===== src/tpfs_pkg.sv =====
// shared types and constants of the timed pixel fade scheduler
`default_nettype none
package tpfs_pkg;

  localparam int MAX_PROGRAMS = 8;
  localparam int SLOT_W       = $clog2(MAX_PROGRAMS);
  localparam int CNT_W        = 4;
  localparam int HHMM_SCALE   = 100;
  localparam int CFG_DATA_W   = 14;

  localparam logic OP_LOAD = 1'b0;
  localparam logic OP_EVAL = 1'b1;

  localparam logic CFG_PROGRAM_COUNT = 1'b0;
  localparam logic CFG_PIXEL_OFFSET  = 1'b1;

  localparam logic [1:0] CH_RED   = 2'd0;
  localparam logic [1:0] CH_BLUE  = 2'd1;
  localparam logic [1:0] CH_WHITE = 2'd2;

  typedef struct packed {
    logic        opcode;
    logic [2:0]  slot;
    logic [11:0] start_hhmm;
    logic [11:0] end_hhmm;
    logic [7:0]  start_red;
    logic [7:0]  start_blue;
    logic [7:0]  start_white;
    logic [7:0]  end_red;
    logic [7:0]  end_blue;
    logic [7:0]  end_white;
    logic [17:0] time_hhmmss;
    logic [7:0]  pixel_index;
  } in_t;

  typedef struct packed {
    logic [23:0] packed_color;
    logic        matched;
    logic [2:0]  matched_slot;
  } out_t;

  // one program slot: window ends in hhmmss, start levels and signed deltas per channel
  typedef struct packed {
    logic [18:0]       ws;
    logic [18:0]       we;
    logic [2:0][7:0]   lvl;
    logic [2:0][8:0]   dlt;
  } entry_t;

endpackage
`default_nettype wire


===== src/tpfs_table.sv =====
// program slot storage with one write port and one registered read port
`default_nettype none
module tpfs_table
  import tpfs_pkg::*;
(
  input  wire logic              clk,
  input  wire logic              we,
  input  wire in_t               wr,
  input  wire logic [SLOT_W-1:0] rd_addr,
  output entry_t                 rd_data
);

  entry_t mem [MAX_PROGRAMS];
  entry_t wr_entry;

  always_comb begin
    wr_entry.ws     = 19'({7'b0, wr.start_hhmm} * 19'(HHMM_SCALE));
    wr_entry.we     = 19'({7'b0, wr.end_hhmm} * 19'(HHMM_SCALE));
    wr_entry.lvl[CH_RED]   = wr.start_red;
    wr_entry.lvl[CH_BLUE]  = wr.start_blue;
    wr_entry.lvl[CH_WHITE] = wr.start_white;
    wr_entry.dlt[CH_RED]   = {1'b0, wr.end_red} - {1'b0, wr.start_red};
    wr_entry.dlt[CH_BLUE]  = {1'b0, wr.end_blue} - {1'b0, wr.start_blue};
    wr_entry.dlt[CH_WHITE] = {1'b0, wr.end_white} - {1'b0, wr.start_white};
  end

  always_ff @(posedge clk) begin
    if (we) begin
      mem[wr.slot[SLOT_W-1:0]] <= wr_entry;
    end
    rd_data <= mem[rd_addr];
  end

endmodule
`default_nettype wire


===== src/tpfs_div.sv =====
// restoring divider, eight quotient bits, one bit per cycle
`default_nettype none
module tpfs_div
  import tpfs_pkg::*;
(
  input  wire logic        clk,
  input  wire logic        rst,
  input  wire logic        start,
  input  wire logic [25:0] dividend,
  input  wire logic [18:0] divisor,
  output logic             done,
  output logic [7:0]       quo,
  output logic             rem_nz
);

  logic        busy;
  logic [2:0]  step;
  logic [25:0] rem;
  logic [25:0] dsr;

  // dividend is known to be below 256 times the divisor
  always_ff @(posedge clk) begin
    if (rst) begin
      busy <= 1'b0;
      done <= 1'b0;
    end else begin
      done <= 1'b0;
      if (start) begin
        rem  <= dividend;
        dsr  <= {divisor, 7'b0};
        quo  <= '0;
        step <= 3'd7;
        busy <= 1'b1;
      end else if (busy) begin
        if (rem >= dsr) begin
          rem <= rem - dsr;
          quo <= {quo[6:0], 1'b1};
        end else begin
          quo <= {quo[6:0], 1'b0};
        end
        dsr <= dsr >> 1;
        if (step == 3'd0) begin
          busy <= 1'b0;
          done <= 1'b1;
        end else begin
          step <= step - 3'd1;
        end
      end
    end
  end

  assign rem_nz = (rem != '0);

endmodule
`default_nettype wire


===== src/timed_pixel_fade_scheduler.sv =====
// top level: sequencer for slot search and per-channel fade division
//
// Input channel in_valid / in_stall / in_data carries load and evaluate items;
// a transfer happens when in_valid is high and in_stall is low.
// A load writes one program slot in the transfer cycle and gives no result;
// the next item can follow in the next cycle.
// An evaluate then runs through these steps: the pixel shift is applied, the
// table is searched, the winner is fetched, per channel a multiply, a divider
// start, the divider steps and taking the quotient follow, and the result is
// registered. No match skips the fetch and the division, and an empty window
// skips the division.
// in_stall stays high for the whole evaluation.
// The result goes to an output register out_valid / out_stall / out_data;
// while it waits under out_stall a new item is still taken, and a finished
// evaluation waits until the output register is free.
// cfg_we writes program_count (index 0) or pixel_offset (index 1) from
// cfg_data; write only while idle.
// Synchronous rst clears the sequencer, the output valid and both
// configuration registers; slot contents are undefined until loaded.
`default_nettype none
module timed_pixel_fade_scheduler
  import tpfs_pkg::*;
(
  input  wire logic                  clk,
  input  wire logic                  rst,
  input  wire logic                  in_valid,
  output logic                       in_stall,
  input  wire in_t                   in_data,
  output logic                       out_valid,
  input  wire logic                  out_stall,
  output out_t                       out_data,
  input  wire logic                  cfg_we,
  input  wire logic                  cfg_index,
  input  wire logic [CFG_DATA_W-1:0] cfg_data
);

  typedef enum logic [3:0] {
    IDLE, SHIFT, ADJ, SCAN, FETCH, PREP, MUL, DIVS, DIVW, FINISH
  } state_t;

  state_t state;

  logic [CNT_W-1:0]  program_count;
  logic [13:0]       pixel_offset;
  logic [CNT_W-1:0]  count_eff;

  logic [17:0]        t;
  logic [7:0]         pix;
  logic [21:0]        shift;
  logic [17:0]        tt;
  logic [CNT_W-1:0]   scan_idx;
  logic               chk_vld;
  logic [SLOT_W-1:0]  chk_idx;
  logic               hit;
  logic [SLOT_W-1:0]  win;
  logic [17:0]        elapsed;
  logic [18:0]        span;
  logic [1:0]         ch;
  logic signed [27:0] num;
  logic [2:0][7:0]    lvl_out;

  logic              accept;
  logic              tbl_we;
  logic [SLOT_W-1:0] rd_addr;
  entry_t            rd_data;
  logic              match;
  logic [25:0]       num_mag;
  logic              div_start;
  logic              div_done;
  logic [7:0]        div_quo;
  logic              div_rem_nz;
  logic [7:0]        st_lvl;
  logic [7:0]        faded;

  assign in_stall  = (state != IDLE);
  assign accept    = in_valid && !in_stall;
  assign tbl_we    = accept && (in_data.opcode == OP_LOAD);
  assign count_eff = ({1'b0, program_count} > (CNT_W+1)'(MAX_PROGRAMS))
                     ? CNT_W'(MAX_PROGRAMS) : program_count;
  assign rd_addr   = (state == SCAN) ? scan_idx[SLOT_W-1:0] : win;
  assign match     = (rd_data.ws <= {1'b0, tt}) && ({1'b0, tt} <= rd_data.we);
  assign num_mag   = num[27] ? 26'(-num) : 26'(num);
  assign div_start = (state == DIVS) && (span != '0);
  assign st_lvl    = rd_data.lvl[ch];
  // floor toward minus infinity for a negative fade
  assign faded     = num[27] ? 8'(st_lvl - div_quo - {7'b0, div_rem_nz})
                             : 8'(st_lvl + div_quo);

  tpfs_table u_table (
    .clk     (clk),
    .we      (tbl_we),
    .wr      (in_data),
    .rd_addr (rd_addr),
    .rd_data (rd_data)
  );

  tpfs_div u_div (
    .clk      (clk),
    .rst      (rst),
    .start    (div_start),
    .dividend (num_mag),
    .divisor  (span),
    .done     (div_done),
    .quo      (div_quo),
    .rem_nz   (div_rem_nz)
  );

  always_ff @(posedge clk) begin
    if (rst) begin
      program_count <= '0;
      pixel_offset  <= '0;
    end else if (cfg_we) begin
      unique case (cfg_index)
        CFG_PROGRAM_COUNT: program_count <= cfg_data[CNT_W-1:0];
        CFG_PIXEL_OFFSET:  pixel_offset  <= cfg_data[13:0];
        default: ;
      endcase
    end
  end

  always_ff @(posedge clk) begin
    if (rst) begin
      state     <= IDLE;
      out_valid <= 1'b0;
      chk_vld   <= 1'b0;
      hit       <= 1'b0;
    end else begin
      // in FINISH the output register is refilled below
      if (out_valid && !out_stall && (state != FINISH)) begin
        out_valid <= 1'b0;
      end
      unique case (state)
        IDLE: begin
          if (accept && (in_data.opcode == OP_EVAL)) begin
            t     <= in_data.time_hhmmss;
            pix   <= in_data.pixel_index;
            hit   <= 1'b0;
            win   <= '0;
            state <= SHIFT;
          end
        end
        SHIFT: begin
          shift <= 22'(pixel_offset) * 22'(pix);
          state <= ADJ;
        end
        ADJ: begin
          // work in window coordinates: compare against time minus shift
          tt       <= 18'({4'b0, t} - shift);
          scan_idx <= '0;
          chk_vld  <= 1'b0;
          if ({4'b0, t} >= shift) begin
            state <= SCAN;
          end else begin
            state <= FINISH;
          end
        end
        SCAN: begin
          if (chk_vld && match) begin
            hit <= 1'b1;
            win <= chk_idx;
          end
          if (scan_idx != count_eff) begin
            chk_vld  <= 1'b1;
            chk_idx  <= scan_idx[SLOT_W-1:0];
            scan_idx <= scan_idx + CNT_W'(1);
          end else begin
            chk_vld <= 1'b0;
            state   <= (hit || (chk_vld && match)) ? FETCH : FINISH;
          end
        end
        FETCH: begin
          state <= PREP;
        end
        PREP: begin
          elapsed <= 18'({1'b0, tt} - rd_data.ws);
          span    <= rd_data.we - rd_data.ws;
          ch      <= CH_RED;
          state   <= MUL;
        end
        MUL: begin
          num   <= 28'($signed(rd_data.dlt[ch])) * 28'($signed({1'b0, elapsed}));
          state <= DIVS;
        end
        DIVS: begin
          if (span == '0) begin
            lvl_out[ch] <= st_lvl;
            if (ch == CH_WHITE) begin
              state <= FINISH;
            end else begin
              ch    <= ch + 2'd1;
              state <= MUL;
            end
          end else begin
            state <= DIVW;
          end
        end
        DIVW: begin
          if (div_done) begin
            lvl_out[ch] <= faded;
            if (ch == CH_WHITE) begin
              state <= FINISH;
            end else begin
              ch    <= ch + 2'd1;
              state <= MUL;
            end
          end
        end
        FINISH: begin
          if (!out_valid || !out_stall) begin
            out_valid <= 1'b1;
            out_data.matched <= hit;
            if (hit) begin
              out_data.packed_color <= {lvl_out[CH_BLUE], lvl_out[CH_RED], lvl_out[CH_WHITE]};
              out_data.matched_slot <= 3'(win);
            end else begin
              out_data.packed_color <= '0;
              out_data.matched_slot <= '0;
            end
            state <= IDLE;
          end
        end
        default: state <= IDLE;
      endcase
    end
  end

  // no match always reports black and slot zero
  a_nomatch_black: assert property (@(posedge clk) disable iff (rst)
    out_valid && !out_data.matched |-> out_data.packed_color == '0 && out_data.matched_slot == '0)
    else $error("unmatched result carries color or slot");

  // an evaluate holds off the input channel in the next cycle
  a_eval_busy: assert property (@(posedge clk) disable iff (rst)
    in_valid && !in_stall && in_data.opcode == OP_EVAL |=> in_stall)
    else $error("evaluate did not occupy the sequencer");

  // a load completes in its transfer cycle
  a_load_quick: assert property (@(posedge clk) disable iff (rst)
    in_valid && !in_stall && in_data.opcode == OP_LOAD |=> !in_stall)
    else $error("load left the sequencer busy");

  // a waiting result is never overwritten
  a_out_hold: assert property (@(posedge clk) disable iff (rst)
    out_valid && out_stall |=> out_valid && $stable(out_data))
    else $error("pending result changed under stall");

endmodule
`default_nettype wire

===== config.mk =====
export PLATFORM = sky130hd
export DESIGN_NAME = timed_pixel_fade_scheduler
export DESIGN_NICKNAME = d
export VERILOG_FILES = /design/src/tpfs_pkg.sv /design/src/tpfs_table.sv /design/src/tpfs_div.sv /design/src/timed_pixel_fade_scheduler.sv
export SDC_FILE = /design/constraint.sdc
export NUM_CORES = 2
export LEC_CHECK = 0
export BUFFER_PORTS_ARGS = -buffer_cell sky130_fd_sc_hd__buf_2
export CORE_UTILIZATION = 65
export DETAILED_ROUTE_END_ITERATION = 10
export PLACE_DENSITY = 0.91
export SYNTH_ARGS = -nofsm -noshare
export SYNTH_HDL_FRONTEND = slang
export SYNTH_SLANG_ARGS = --single-unit
export TNS_END_PERCENT = 30

===== constraint.sdc =====
create_clock -name clk -period 11.6 [get_ports clk]
set_clock_uncertainty 0.05 [all_clocks]
set_input_delay 1.16 -clock clk [delete_from_list [all_inputs] [get_ports clk]]
set_output_delay 1.16 -clock clk [all_outputs]
set_load 0.01 [all_outputs]

* Word-level counts from Yosys, hierarchy flattened
Memory sizes are Yosys's and may differ from the RTL's. A register that Yosys moved wholly into a read port is not among the register bits. Cells that the tools add are included. Widths: inputs -> output; s select.
Storage, ports and cells: bits in registers 323, bits in writable memories 680, input bits 122, output and inout port bits 30, word-level logic and storage cells 183, memories kept 1
Operators by class: $add $sub $neg 14, $mul 4, order comparisons 7, eq/ne operators 20, mux-type cells 56, bitwise gates (word level) 4, reductions and logical operators 45
Memory list:
- u_table.mem | depth 8, bits a word 85, rd ports 1, clocked after Yosys merged registers in 1, write ports 1, RTL line tpfs_table.sv:13 | entry_t mem [MAX_PROGRAMS];
Operators with widths (count):
- $mux 26 | 6
- $bwmux 24 | 2
- $mux 24 | 2
- $pmux 24 s2 | 1
- $mux 4 | 10
- $pmux 4 s10 | 1
- $sub 18x18->18 | 2
- $mul 12x5->17 const B | 2
- $mux 8 | 4
- $mul 9x19->28 | 1
- $sub 8x8->9 | 3
- $ge 26x26->1 | 1
- $neg 26->26 | 1
- $reduce_bool 26->1 | 1
- $sub 26x26->26 | 1
- $ge 18x22->1 | 1
- $mul 14x8->22 | 1
- $reduce_and 3->1 | 7
- $le 18x19->1 | 1
- $le 19x18->1 | 1
- $logic_not 19->1 | 1
- $reduce_bool 19->1 | 1
- $sub 19x19->19 | 1
- $bmux 9 s2 | 1
- 40 further kinds | 97

* Logic depth before layout (Yosys ltp)
word-level depth 8, mapped depth 27, depth with buffers taken out 24

* Hierarchy
A second synthesis with hierarchy kept.
Unflattened totals: cell total of the unflattened synthesis 4165, area, all modules 56212.7 um2
Modules (own cells, without submodules):
- tpfs_table | instances 1, cells an instance 1511, area an instance 30573.1 um2, seq. area each 22121.2 um2
- timed_pixel_fade_scheduler | instances 1, cells an instance 2191, area an instance 21365.5 um2, seq. area each 6326.1 um2
- tpfs_div | instances 1, cells an instance 463, area an instance 4274.1 um2, seq. area each 1931.9 um2

* Least setup slack after synthesis
OpenSTA, ideal clock, no wires.
kind in2reg, from in in_data[98] (netlist bit), to mem u_table.mem[0][0] (netlist bit), enable pin, setup time 634 ps, arrival 7352 ps, required time 10916 ps, slack 3565 ps, cell stages on the path 2, path buffers 0, path through or3_1 > nor3_1
RTL lines:
- start, declared | RTL line timed_pixel_fade_scheduler.sv:28 | input wire in_t in_data,
- end, declared | RTL line tpfs_table.sv:13
No word-level cell before the write port.

* Worst setup path in the final report
from reg ch[1], to reg num[27] (data pin)
On the way: cells in the longest elaborated chain, start to end 3
RTL lines:
- start, declared | RTL line timed_pixel_fade_scheduler.sv:58 | logic [1:0] ch;
- start signal, assigned | RTL line timed_pixel_fade_scheduler.sv:190 | ch <= ch + 2'd1;
- start signal, assigned | RTL line timed_pixel_fade_scheduler.sv:203 | ch <= ch + 2'd1;
- $bmux 9 s2 | RTL line timed_pixel_fade_scheduler.sv:181 | num <= 28'($signed(rd_data.dlt[ch])) * 28'($signed({1'b0, elapsed}));
- $mux 9 (not written as such) | RTL line timed_pixel_fade_scheduler.sv:181
- $mul 9x19->28 | RTL line timed_pixel_fade_scheduler.sv:181
- end signal, assigned | RTL line timed_pixel_fade_scheduler.sv:181
- end, declared | RTL line timed_pixel_fade_scheduler.sv:59 | logic signed [27:0] num;
Every way passes these cells. The select of a mux whose other input is x is not followed. A chain may end at the register's enable or synchronous reset.

==> summary.txt <==
Clock tree
  • Clk sinks: 1047
  • PostCTS Resize Cnt: 0
  • Clock root buffer: clkbuf_16
  • CTS tree: yes
  • Total CTS buffers: 100
  • Hold buffer count at CTS: 0
  • Clock slew at reported path FFs: 60 ps
  • H-tree levels: 3
  • Post-CTS Setup Bufs: 0
  • CTS max path bufs: 3
  • Worst skew pair latency: 710 ps

Detailed routing
  • DRC errors left: 0
  • Via count: 40400
  • Post-Route WL: 141000 um
  • First-pass DRT Iterations: 8
  • DR WL/cell: 22.0 um
  • Vias per inst: 6.31
  • DRT antenna net count: 0
  • Drt first-iter violations: 5338

Logic synthesis
  • Leading area contributor after synthesis: edfxtp_1
  • Largest family of logic cells by synthesized area: simple AND/OR/NAND/NOR gates
  • Post-synthesis sequential area ratio: 54.3%
  • Yosys warns: 0
  • Largest cells by area after synthesis: edfxtp_1, ha_1, fa_1
  • Post-synth top cells: nand2_1, edfxtp_1, nand3_1, inv_1, ha_1
  • Post-Syn Area: 0.0559 sq mm
  • Synth Area in XOR/XNOR: 2.70%
  • Synth Area in Compound Gates: 6.19%
  • Post-Synth Simple-Gate Area: 16.8%
  • Synth Register Bits: 1047
  • Post-synth top area share: 50.2%
  • Top-count cell post-synth: nand2_1
  • Async SR Flop Fraction: 0%
  • Ys flop type: edfxtp_1
  • Synthesized-area fraction occupied by adder cells: 15.3%
  • Mux share of post-synthesis cell area: 0.540%
  • Syn_area_per_cell: 11.0 sq um
  • Post-Syn Nets: 5756
  • Number of synthesized flops with an enable pin: 935
  • Synthesized instance count: 5075
  • Unique masters post-synth: 72

Pwr
  • Internal power: 7.40 mW
  • Clock power share: 31.1%
  • Peak supply drop: 0.000142 V
  • Flop pwr share: 43.5%
  • Comb power frac: 25.4%
  • Sw frac: 30.8%
  • P_sw: 3.29 mW
  • Pwr dens: 174 mW/mm^2
  • Pleak: 25.4 nW

Timing
  • Unrepaired setup endpoints after global routing: false
  • Setup violations, final: 0
  • Final Hold Fails: 0
  • Final hold slack: 399 ps
  • Final setup TNS: 0 ps
  • Final Critical Period: 7690 ps
  • Final Max Tran Viols: 0
  • Final worst-path cycle share: 66.3%
  • F_max: 130 MHz
  • Least-Margin Pin Slew: 1240 ps
  • Slew Limit Headroom: 17.2%
  • Crit path setup slack, layout: 3910 ps

Place
  • I/O Buffers: 151
  • Placement Cell Area: 0.0578 sq mm
  • Pre-CTS WS: 3890 ps
  • Post-DP HPWL: 87200 um
  • Gpl congestion: 0.948

Min path
  • Hold Path Class: reg2reg

Finish
  • Fin area: 0.0613 sq mm
  • Nets: 5848
  • Core Util, Final: 71.9%
  • Layout area overhead: 9.61%
  • Share of cells above drive strength 1: 7.76%

Worst setup path
  • Max stage delay on crit path: 1020 ps
  • Worst EP required: 12050 ps
  • Data arrival time of the worst path: 8140 ps
  • Crit-path slowest cell: nor2b_1
  • Crit start category: register
  • Worst Path Max Fanout: 20
  • CP Class: reg2reg
  • Worst setup EP type: register
  • Crit path cell chain: nor2b_1, nand2_1, o21ai_1, buf_4, nand2_1, fa_1, inv_1, fa_1, inv_1, fa_1, inv_1, fa_1, fa_1, ha_1, o21a_1, o31a_1, o21a_1, o21ai_0, a211o_1, a31oi_1, o21ai_0, a21oi_1, a31oi_1
  • Cell mode on critical path: fa_1

Outcome
  • Run status: completed

Floorplanning
  • CORE AREA: 0.0851 sq mm
  • I/O Pins: 152
  • Die width: 295 um
  • Die ar.: 0.0871 sq mm
  • Row count: 107
  • Starting Density: 65.6%
  • Die Height: 295 um

Global routing
  • Total Routing Usage GR: 32.3%
  • Overflow after GRT: 0
  • Antenna violations before repair: 12
  • Vias in the first global route: 40600
  • First-pass GRT wire length: 217000 um
  • Largest net degree at the start of global routing: 205

Run
  • Max cap viols: 0
## critical path: cells and delay by family, from the launching register on
kind / cells / cell delay, ps
buf+inv: 4 / 450
flops: 1 / 850
compound gates: 10 / 2110
simple gates: 3 / 1270
fa+ha+maj: 6 / 2740
## through the flow
stage,cells,power [mW]
after CTS,6398,10.6
final,6408,10.7
after detailed placement,6208,7.30
after global placement,6208,7.16
after floorplan,5075,6.56
after global routing,6405,11.1
## area by class of cell
cell class              instances  area (sq um)
inverters                     418          1570
diodes                          9          22.5
fillers                      5036         23900
clock inverters                50           566
well taps                    1144          1430
clock buffers                 140          2800
multi-input cells            3399         23400
repair buffers                201          1180
flip-flops and latches       1047         30300
## power groups by stage
stage	logic [mW]	registers, mW	clock network (mW)
after global placement	2.44	4.71	0
final	2.71	4.65	3.32
after floorplan	1.91	4.65	0
after detailed placement	2.58	4.72	0
after global routing	2.98	4.66	3.46
after CTS	2.65	4.64	3.32
## state kept, by name, summed over array words and instances (netlist names), 22 cells and up
signal           flops
u_div.rem           26
u_table.mem        680
lvl_out             24
num                 27
u_table.rd_data     85
u_div.dsr           26
out_data            28
shift               22
## cell families after synthesis
group           count (synthesis)
simple gates                 2080
flops                        1047
buf+inv                       629
fa+ha+maj                     559
compound gates                558
xor+xnor                      172
mux                            30
## per-layer routing
layer  vias to the layer above  track usage, %  routed length, um
met5                         -               0                 22
met2                      2884            53.8              68500
met3                       617            6.72              15500
met4                         4            18.8               8380
li1                      17600               -                  -
met1                     19300            39.1              48600
## final timing paths
check	start	end	slack, ps	cells after the start
worst min register to register	u_div.busy$_SDFF_PP0_	u_div.done$_SDFF_PP0_	400	2
worst max-delay path	ch[1]$_SDFFCE_PN0P_	num[27]$_DFFE_PP_	3910	23
worst min-delay path	u_div.busy$_SDFF_PP0_	u_div.done$_SDFF_PP0_	400	2
worst max register to register	ch[1]$_SDFFCE_PN0P_	num[27]$_DFFE_PP_	3910	23
## cells in the final DEF, fill, tap and decap left out, drive strengths merged, types with 5 or more instances in the layout
master    synthesis  layout
nor2            183     183
nor2b            29      29
o31ai            16      16
a31oi            18      18
nor3             43      43
a211o             5       5
and2            199     199
bufinv            0       7
o2111ai           6       6
xnor2           113     113
dfxtp           112     112
or3              15      15
o21bai           17      17
nand2          1040    1040
inv             418     423
a211oi           15      15
a21oi           151     151
nand2b           30      30
a21boi            7       7
nor4             20      20
and3              8       8
clkinvlp          0       5
o21a             29      29
clkbuf          178     140
ha              350     350
o211a             5       5
diode             0       9
o211ai            7       7
mux2i            29      29
o21ai           177     177
buf              33     201
nand4            19      19
nor3b             7       7
nand3           465     465
clkinv            0      33
or2              11      11
fa              209     209
edfxtp          935     935
a21o             73      73
xor2             59      59
Power figures use the tool's default switching activity.
